## config.mk

```make
export PLATFORM = sky130hd
export DESIGN_NAME = plr_seq
export DESIGN_NICKNAME = d
export VERILOG_FILES = /design/src/rtl/core/plr_pkg.sv /design/src/rtl/core/plr_seq.sv
export SDC_FILE = /design/constraint.sdc
export NUM_CORES = 1
export LEC_CHECK = 0
export ABC_CLOCK_PERIOD_IN_PS = 6400
export BUFFER_PORTS_ARGS = -buffer_cell sky130_fd_sc_hd__buf_4
export CAP_MARGIN = 20
export CORE_MARGIN = 4
export CORE_UTILIZATION = 54
export CTS_BUF_LIST = sky130_fd_sc_hd__clkbuf_2
export CTS_CLUSTER_DIAMETER = 40
export DETAILED_ROUTE_END_ITERATION = 12
export PLACE_DENSITY = 0.9
export RECOVER_POWER = 100
export REMOVE_ABC_BUFFERS = 1
export SLEW_MARGIN = 20
export SYNTH_ARGS = -nofsm -noshare
export SYNTH_HDL_FRONTEND = slang
export SYNTH_SLANG_ARGS = --single-unit
```

## constraint.sdc

```tcl
create_clock -name i_clk -period 6.4 [get_ports i_clk]
set_clock_uncertainty 0.1 [all_clocks]
set_input_delay 0.32 -clock i_clk [delete_from_list [all_inputs] [get_ports i_clk]]
set_output_delay 0.32 -clock i_clk [all_outputs]
set_load 0.05 [all_outputs]
```

## src/rtl/core/plr_pkg.sv

```systemverilog
package plr_pkg;

    localparam int MASK_W = 16;

    // configuration register indexes
    localparam logic [1:0] REG_SQUARE_ORDER   = 2'd0;
    localparam logic [1:0] REG_COLUMNS_IN_USE = 2'd1;
    localparam logic [1:0] REG_ROWS_IN_USE    = 2'd2;
    localparam logic [1:0] REG_DIAGONAL_MODE  = 2'd3;

    localparam logic [4:0] RST_SQUARE_ORDER   = 5'd10;
    localparam logic [4:0] RST_COLUMNS_IN_USE = 5'd10;
    localparam logic [3:0] RST_ROWS_IN_USE    = 4'd2;

    // failure codes
    localparam logic [2:0] FAIL_NONE   = 3'd0;
    localparam logic [2:0] FAIL_ROW    = 3'd1;
    localparam logic [2:0] FAIL_COLUMN = 3'd2;
    localparam logic [2:0] FAIL_MAIN   = 3'd3;
    localparam logic [2:0] FAIL_SEC    = 3'd4;
    localparam logic [2:0] FAIL_COUNT  = 3'd5;

    typedef struct packed {
        logic [3:0] cell_value;
        logic       last_cell;
    } t_in_word;

    typedef struct packed {
        logic       candidate_valid;
        logic [2:0] failure_code;
        logic [7:0] failure_position;
    } t_out_word;

    // one cell as handed from the sequencer to the check stage
    typedef struct packed {
        logic       valid;
        logic       last;
        logic       in_range;
        logic [3:0] value;
        logic       on_main;
        logic       on_sec;
        logic       row_end;
        logic       cnt_ok;
        logic [7:0] here;
    } t_plr_cell;

endpackage

```

## src/rtl/core/plr_seq.sv

```systemverilog
module plr_seq
    import plr_pkg::*;
    #(
    parameter int MAX_ORDER = 16,
    parameter int MAX_ROWS  = 16
    )
    (
    input  logic                         i_clk,
    input  logic                         i_rst_n,
    input  logic                         i_cfg_we,
    input  logic [1:0]                   i_cfg_idx,
    input  logic [4:0]                   i_cfg_data,
    input  logic                         i_in_valid,
    input  t_in_word                     i_in_word,
    input  logic                         i_en,
    output logic                         o_accept,
    output logic [$clog2(MAX_ORDER)-1:0] o_rd_addr,
    output t_plr_cell                    o_s1,
    output logic [$clog2(MAX_ORDER)-1:0] o_s1_col,
    output logic [MASK_W-1:0]            o_sec_seed
    );

    localparam int         CW      = $clog2(MAX_ORDER);
    localparam logic [4:0] ORD_MAX = 5'(MAX_ORDER);
    localparam logic [3:0] ROW_MAX = 4'(MAX_ROWS - 1);

    logic [4:0]    r_order, r_cols_cfg;
    logic [3:0]    r_rows_cfg;
    logic          r_dmode;
    logic [CW-1:0] r_col, n_col;
    logic [3:0]    r_row, n_row;
    logic [7:0]    r_cells, n_cells;
    t_plr_cell     r_s1, n_s1;
    logic [CW-1:0] r_s1_col;

    logic [4:0] eff_n, eff_c, r5, c5;
    logic [3:0] eff_r;
    logic [8:0] prod;
    logic [7:0] expected, cells_inc;
    logic       accept, in_range, row_end;

    always_comb begin
        if (r_order < 5'd2)        eff_n = 5'd2;
        else if (r_order > ORD_MAX) eff_n = ORD_MAX;
        else                        eff_n = r_order;
        if (r_cols_cfg < 5'd1)      eff_c = 5'd1;
        else if (r_cols_cfg > eff_n) eff_c = eff_n;
        else                        eff_c = r_cols_cfg;
        if (r_rows_cfg < 4'd1)      eff_r = 4'd1;
        else if (r_rows_cfg > ROW_MAX) eff_r = ROW_MAX;
        else                        eff_r = r_rows_cfg;
    end

    assign prod      = 9'(eff_r) * 9'(eff_c);
    assign expected  = prod[7:0];
    assign accept    = i_in_valid && i_en;
    assign in_range  = r_cells < expected;
    assign r5        = {1'b0, r_row} + 5'd1;
    assign c5        = 5'(r_col);
    assign row_end   = (c5 + 5'd1) >= eff_c;
    assign cells_inc = (r_cells == 8'hFF) ? 8'hFF : r_cells + 8'd1;

    always_comb begin
        n_col   = r_col;
        n_row   = r_row;
        n_cells = r_cells;
        if (i_cfg_we) begin
            n_col   = '0;
            n_row   = '0;
            n_cells = '0;
        end else if (accept) begin
            if (i_in_word.last_cell) begin
                n_col   = '0;
                n_row   = '0;
                n_cells = '0;
            end else begin
                n_cells = cells_inc;
                if (in_range) begin
                    if (row_end) begin
                        n_col = '0;
                        n_row = r_row + 4'd1;
                    end else begin
                        n_col = r_col + CW'(1);
                    end
                end
            end
        end

        n_s1.valid    = accept;
        n_s1.last     = i_in_word.last_cell;
        n_s1.in_range = in_range;
        n_s1.value    = i_in_word.cell_value;
        n_s1.on_main  = r_dmode && (c5 == r5);
        n_s1.on_sec   = r_dmode && (r5 <= eff_n - 5'd1) && (c5 == eff_n - 5'd1 - r5);
        n_s1.row_end  = row_end;
        n_s1.cnt_ok   = cells_inc == expected;
        n_s1.here     = r_cells;
    end

    always_ff @(posedge i_clk) begin
        if (!i_rst_n) begin
            r_order    <= RST_SQUARE_ORDER;
            r_cols_cfg <= RST_COLUMNS_IN_USE;
            r_rows_cfg <= RST_ROWS_IN_USE;
            r_dmode    <= 1'b0;
            r_col      <= '0;
            r_row      <= '0;
            r_cells    <= '0;
            r_s1.valid <= 1'b0;
        end else begin
            if (i_cfg_we) begin
                case (i_cfg_idx)
                    REG_SQUARE_ORDER:   r_order    <= i_cfg_data;
                    REG_COLUMNS_IN_USE: r_cols_cfg <= i_cfg_data;
                    REG_ROWS_IN_USE:    r_rows_cfg <= i_cfg_data[3:0];
                    REG_DIAGONAL_MODE:  r_dmode    <= i_cfg_data[0];
                    default:            r_dmode    <= r_dmode;
                endcase
            end
            r_col   <= n_col;
            r_row   <= n_row;
            r_cells <= n_cells;
            if (i_en) begin
                r_s1 <= n_s1;
            end
        end
    end

    always_ff @(posedge i_clk) begin
        if (i_en) begin
            r_s1_col <= r_col;
        end
    end

    assign o_accept   = accept;
    assign o_rd_addr  = r_col;
    assign o_s1       = r_s1;
    assign o_s1_col   = r_s1_col;
    assign o_sec_seed = MASK_W'(1) << 4'(eff_n - 5'd1);

endmodule

```

==> impl_metrics.xml <==
<?xml version="1.0" encoding="UTF-8"?>
<metrics>
  <group name="routing">
    <metric name="firstDrtPassIters" unit="">5</metric>
    <metric name="dr.first_iter.drc_count" unit="">270</metric>
    <metric name="routed_wirelength" unit="microns">10100</metric>
    <metric name="detail_route.drc_violations" unit="">0</metric>
    <metric name="antenna_violating_nets_post_route" unit="">0</metric>
    <metric name="vias_per_cell" unit="">5.811</metric>
    <metric name="wirelength_per_cell" unit="microns">16.55</metric>
    <metric name="vias" unit="">3545</metric>
  </group>
  <group name="global_route">
    <metric name="grt_pass1_vias" unit="">3401</metric>
    <metric name="grt_antenna_before_repair" unit="">0</metric>
    <metric name="grt_pass1_wl" unit="microns">15790</metric>
    <metric name="track_usage" unit="%">22.43</metric>
    <metric name="grt_max_degree" unit="">20</metric>
    <metric name="global_route.overflow_total" unit="">0</metric>
  </group>
  <group name="power_and_ir_drop">
    <metric name="totalPowerFinal" unit="mW">0.8525</metric>
    <metric name="power.share.sequential" unit="%">44.3</metric>
    <metric name="part_of_the_total_power_dissipated_in_the_clock_network" unit="%">20.8</metric>
    <metric name="internal_power" unit="mW">0.5548</metric>
    <metric name="power_switching_share" unit="%">34.92</metric>
    <metric name="power_density" unit="nW/um^2">176.9</metric>
    <metric name="power.static_leakage" unit="nW">2.090</metric>
    <metric name="ir_drop" unit="mV">0.1223</metric>
    <metric name="combinationalPowerShare" unit="%">34.8</metric>
    <metric name="power.net_switching" unit="mW">0.2977</metric>
  </group>
  <group name="floorplanning">
    <metric name="dieWidth" unit="microns">92.88</metric>
    <metric name="fp.dieArea" unit="sq um">8626</metric>
    <metric name="coreArea" unit="sq um">6907</metric>
    <metric name="fp.dieH" unit="microns">92.88</metric>
    <metric name="num_rows" unit="">30</metric>
    <metric name="num_io_pins" unit="">61</metric>
    <metric name="start_util" unit="%">56.32</metric>
  </group>
  <group name="placement">
    <metric name="detailedPlacementHpwl" unit="microns">7146</metric>
    <metric name="numPortBuffers" unit="">60</metric>
    <metric name="placed_cells_incl_taps" unit="">583</metric>
    <metric name="placed_area" unit="sq um">4498</metric>
    <metric name="gpl.final_weighted_congestion" unit="">0.8719</metric>
    <metric name="dp_slack" unit="ns">-0.2023</metric>
  </group>
  <group name="worst_setup_path">
    <metric name="cp.arrival" unit="ns">6.56</metric>
    <metric name="cp_slowest_cell" unit="">or4b_4</metric>
    <metric name="worstPathMaxFanout" unit="">7</metric>
    <metric name="cp_data_required_time" unit="ns">6.71</metric>
    <metric name="timing_worst_setup_path_type" unit="">reg -&gt; reg</metric>
    <metric name="setup.worst_path.end_class" unit="">register</metric>
    <metric name="slowest_delay" unit="ns">0.59</metric>
    <metric name="crit_path_start_kind" unit="">register</metric>
  </group>
  <group name="timing">
    <metric name="grt_setup_unrepaired" unit="">yes</metric>
    <metric name="timing_worst_slew_pin_value" unit="ns">1.075</metric>
    <metric name="timing_max_transition_violations_final" unit="">0</metric>
    <metric name="timing.slew.headroom" unit="%">28.30</metric>
    <metric name="finalWorstPathRequiredPeriod" unit="ns">6.256</metric>
    <metric name="timing.final.crit_share" unit="%">97.75</metric>
    <metric name="setup_tns" unit="ns">0</metric>
    <metric name="report.final.setup_viol" unit="">0</metric>
    <metric name="final_hold_vios" unit="">0</metric>
    <metric name="post_route_worst_setup_slack" unit="ns">0.1437</metric>
    <metric name="fmax" unit="MHz">159.8</metric>
    <metric name="timing.hold.ws" unit="ns">0.02330</metric>
  </group>
  <group name="finish">
    <metric name="drive_gt1_share" unit="%">18.87</metric>
    <metric name="finalInstanceArea" unit="sq um">4820</metric>
    <metric name="post_layout_nonfiller_instances" unit="">610</metric>
    <metric name="final_core_util" unit="%">69.78</metric>
    <metric name="layout_net_count" unit="">578</metric>
    <metric name="syn2layout_area_growth" unit="%">23.90</metric>
    <metric name="antenna_cells_inserted" unit="">0</metric>
  </group>
  <group name="clock_network">
    <metric name="clock_insertion_delay_worst_skew" unit="ns">0.47</metric>
    <metric name="clock-sinks" unit="">54</metric>
    <metric name="tritoncts" unit="">built</metric>
    <metric name="cts-root-buf" unit="">clkbuf_2</metric>
    <metric name="numCtsBuffers" unit="">5</metric>
    <metric name="clk_pin_slew_worst_paths" unit="ns">0.29</metric>
    <metric name="max-clock-path-buffers" unit="">2</metric>
    <metric name="htree_levels" unit="">2</metric>
  </group>
  <group name="synthesis">
    <metric name="synth-warning-count" unit="">0</metric>
    <metric name="synth-edff-count" unit="">22</metric>
    <metric name="postSynthAreaPerCell" unit="sq um">9.153</metric>
    <metric name="synthesized_instance_count" unit="">425</metric>
    <metric name="netlist.top_cell.by_area" unit="">edfxtp_1</metric>
    <metric name="synth_cell_type_count" unit="">54</metric>
    <metric name="primary_flip_flop_cell_chosen_by_synthesis_mapping" unit="">dfxtp_1</metric>
    <metric name="ys_seq_area_share" unit="%">33.45</metric>
    <metric name="syn-cell-area" unit="sq um">3890</metric>
    <metric name="netlist_top_cells_area" unit="">edfxtp_1, dfxtp_1, ha_1</metric>
    <metric name="synthDominantCellAreaShare" unit="%">16.98</metric>
    <metric name="synth.ff_latch_count" unit="">54</metric>
    <metric name="proportion_of_synthesized_flip_flops_having_asynchronous_set_or_reset" unit="%">0</metric>
  </group>
  <group name="min_path">
    <metric name="holdCritPathClass" unit="">in -&gt; reg</metric>
  </group>
  <group name="flow_run">
    <metric name="max_cap_violations" unit="">0</metric>
  </group>
  <group name="run_status">
    <metric name="outcome" unit="">completed</metric>
  </group>
</metrics>
==> sequential cells by signal (all words and copies together) (netlist names) <==
signal and flops:
o_rd_addr 4, r_cells 8, o_s1 19, r_dmode 1
o_s1_col 4, r_order 5, r_row 4, r_rows_cfg 4
r_cols_cfg 5
==> what timing repair did <==
| item | CTS | global route |
|---|---|---|
| hold buffers | 9 | 1 |
| pin swaps | 0 | 20 |
| hold endpoints to repair | 11 | 2 |
| gates resized for setup | 5 | 38 |
| setup buffers | 0 | 9 |
| endpoints found under the setup margin | 7 | 8 |
==> logic make-up (layout without fill, tap and decap cells) <==
logic type	count (synthesis)	count (layout)	share of synthesized area [%]
adder cells (fa/ha/maj)	48	48	16.79
flip-flops	54	54	33.45
buffers and inverters	39	128	3.828
AND/OR/NAND/NOR	160	160	22.13
XOR/XNOR	29	29	6.529
multiplexers	17	17	4.503
AO/OA/AOI/OAI	78	78	12.77
==> worst paths after layout <==
kind | startpoint | end | slack, ns | cells past startpoint
max reg2reg | r_order[3] | r_row[0] | 0.14 | 26
min reg2reg | o_s1[18] | o_s1[18] | 0.41 | 2
max | r_order[3] | r_row[0] | 0.14 | 26
min | i_cfg_data[0] | r_dmode | 0.02 | 3
==> per-layer routing <==
metal | up-vias | routed length, microns | global-route usage [%]
met5 | - | 0 | 0
met4 | 0 | 404 | 9.646
met3 | 46 | 587 | 3.899
met2 | 142 | 5044 | 38.45
met1 | 1671 | 4060 | 27.57
li1 | 1686 | - | -
==> placed cells by master, fill, tap and decap left out, types with 4 or more instances in the layout <==
master / Yosys / final
xnor2_1: 17 / 17
fa_1: 7 / 7
edfxtp_1: 22 / 22
ha_1: 41 / 37
clkbuf_4: 0 / 4
nor3_1: 8 / 8
nand2b_1: 5 / 5
o21ai_0: 13 / 11
nand2_1: 35 / 30
dfxtp_1: 32 / 29
nor2b_1: 16 / 15
xor2_1: 12 / 12
a21o_1: 6 / 6
and2_1: 12 / 9
nand3_1: 16 / 14
dlygate4sd3_1: 0 / 10
clkbuf_1: 6 / 32
inv_1: 31 / 29
nor2_1: 28 / 26
buf_4: 0 / 41
and3_1: 18 / 18
nand2_2: 0 / 5
mux2i_1: 16 / 16
clkbuf_2: 0 / 5
ha_4: 0 / 4
a21oi_1: 31 / 27
==> power groups by stage <==
stage | combinational [mW] | sequential (mW) | clock (mW)
floorplan | 0.159 | 0.407 | 0
global placement | 0.245 | 0.384 | 0
detailed placement | 0.256 | 0.384 | 0
CTS | 0.265 | 0.378 | 0.180
global route | 0.323 | 0.380 | 0.194
finish | 0.297 | 0.378 | 0.177
==> synthesized netlist by cell type, drive strengths merged (2+ instances only) <==
cell / n
o31ai: 2
and2: 14
nor2b: 16
nor4: 4
edfxtp: 22
nand2b: 5
fa: 7
o221a: 3
nor2: 29
a21boi: 2
or4b: 2
xnor2: 17
xor2: 12
a21o: 6
o22ai: 4
mux2i: 16
a22oi: 2
clkbuf: 6
inv: 33
nor3: 8
nand3: 16
ha: 41
dfxtp: 32
a21oi: 32
or3: 2
nand2: 35
and3: 18
a211oi: 2
o211ai: 3
o21ai: 14
nand3b: 2
nor3b: 2
o32ai: 3
or4: 2
==> area by class of cell <==
| type | instances | area, sq um |
|---|---|---|
| Clock inverter | 3 | 42.54 |
| Tap cell | 96 | 120.1 |
| Multi-Input combinational cell | 332 | 2638 |
| Clock buffer | 5 | 25.02 |
| Inverter | 33 | 126.4 |
| Fill cell | 544 | 2087 |
| Timing Repair Buffer | 87 | 558.0 |
| Sequential cell | 54 | 1310 |
==> critical path: cells and delay by family, from the launching register on <==
family | cells | cell delay (ns)
buffers and inverters | 4 | 0.37
AND/OR/NAND/NOR | 7 | 1.24
flip-flops | 1 | 0.43
AO/OA/AOI/OAI | 8 | 1.70
multiplexers | 1 | 0.34
adder cells (fa/ha/maj) | 5 | 1.79
XOR/XNOR | 1 | 0.21
No activity file was read; power rests on OpenSTA's default activity.
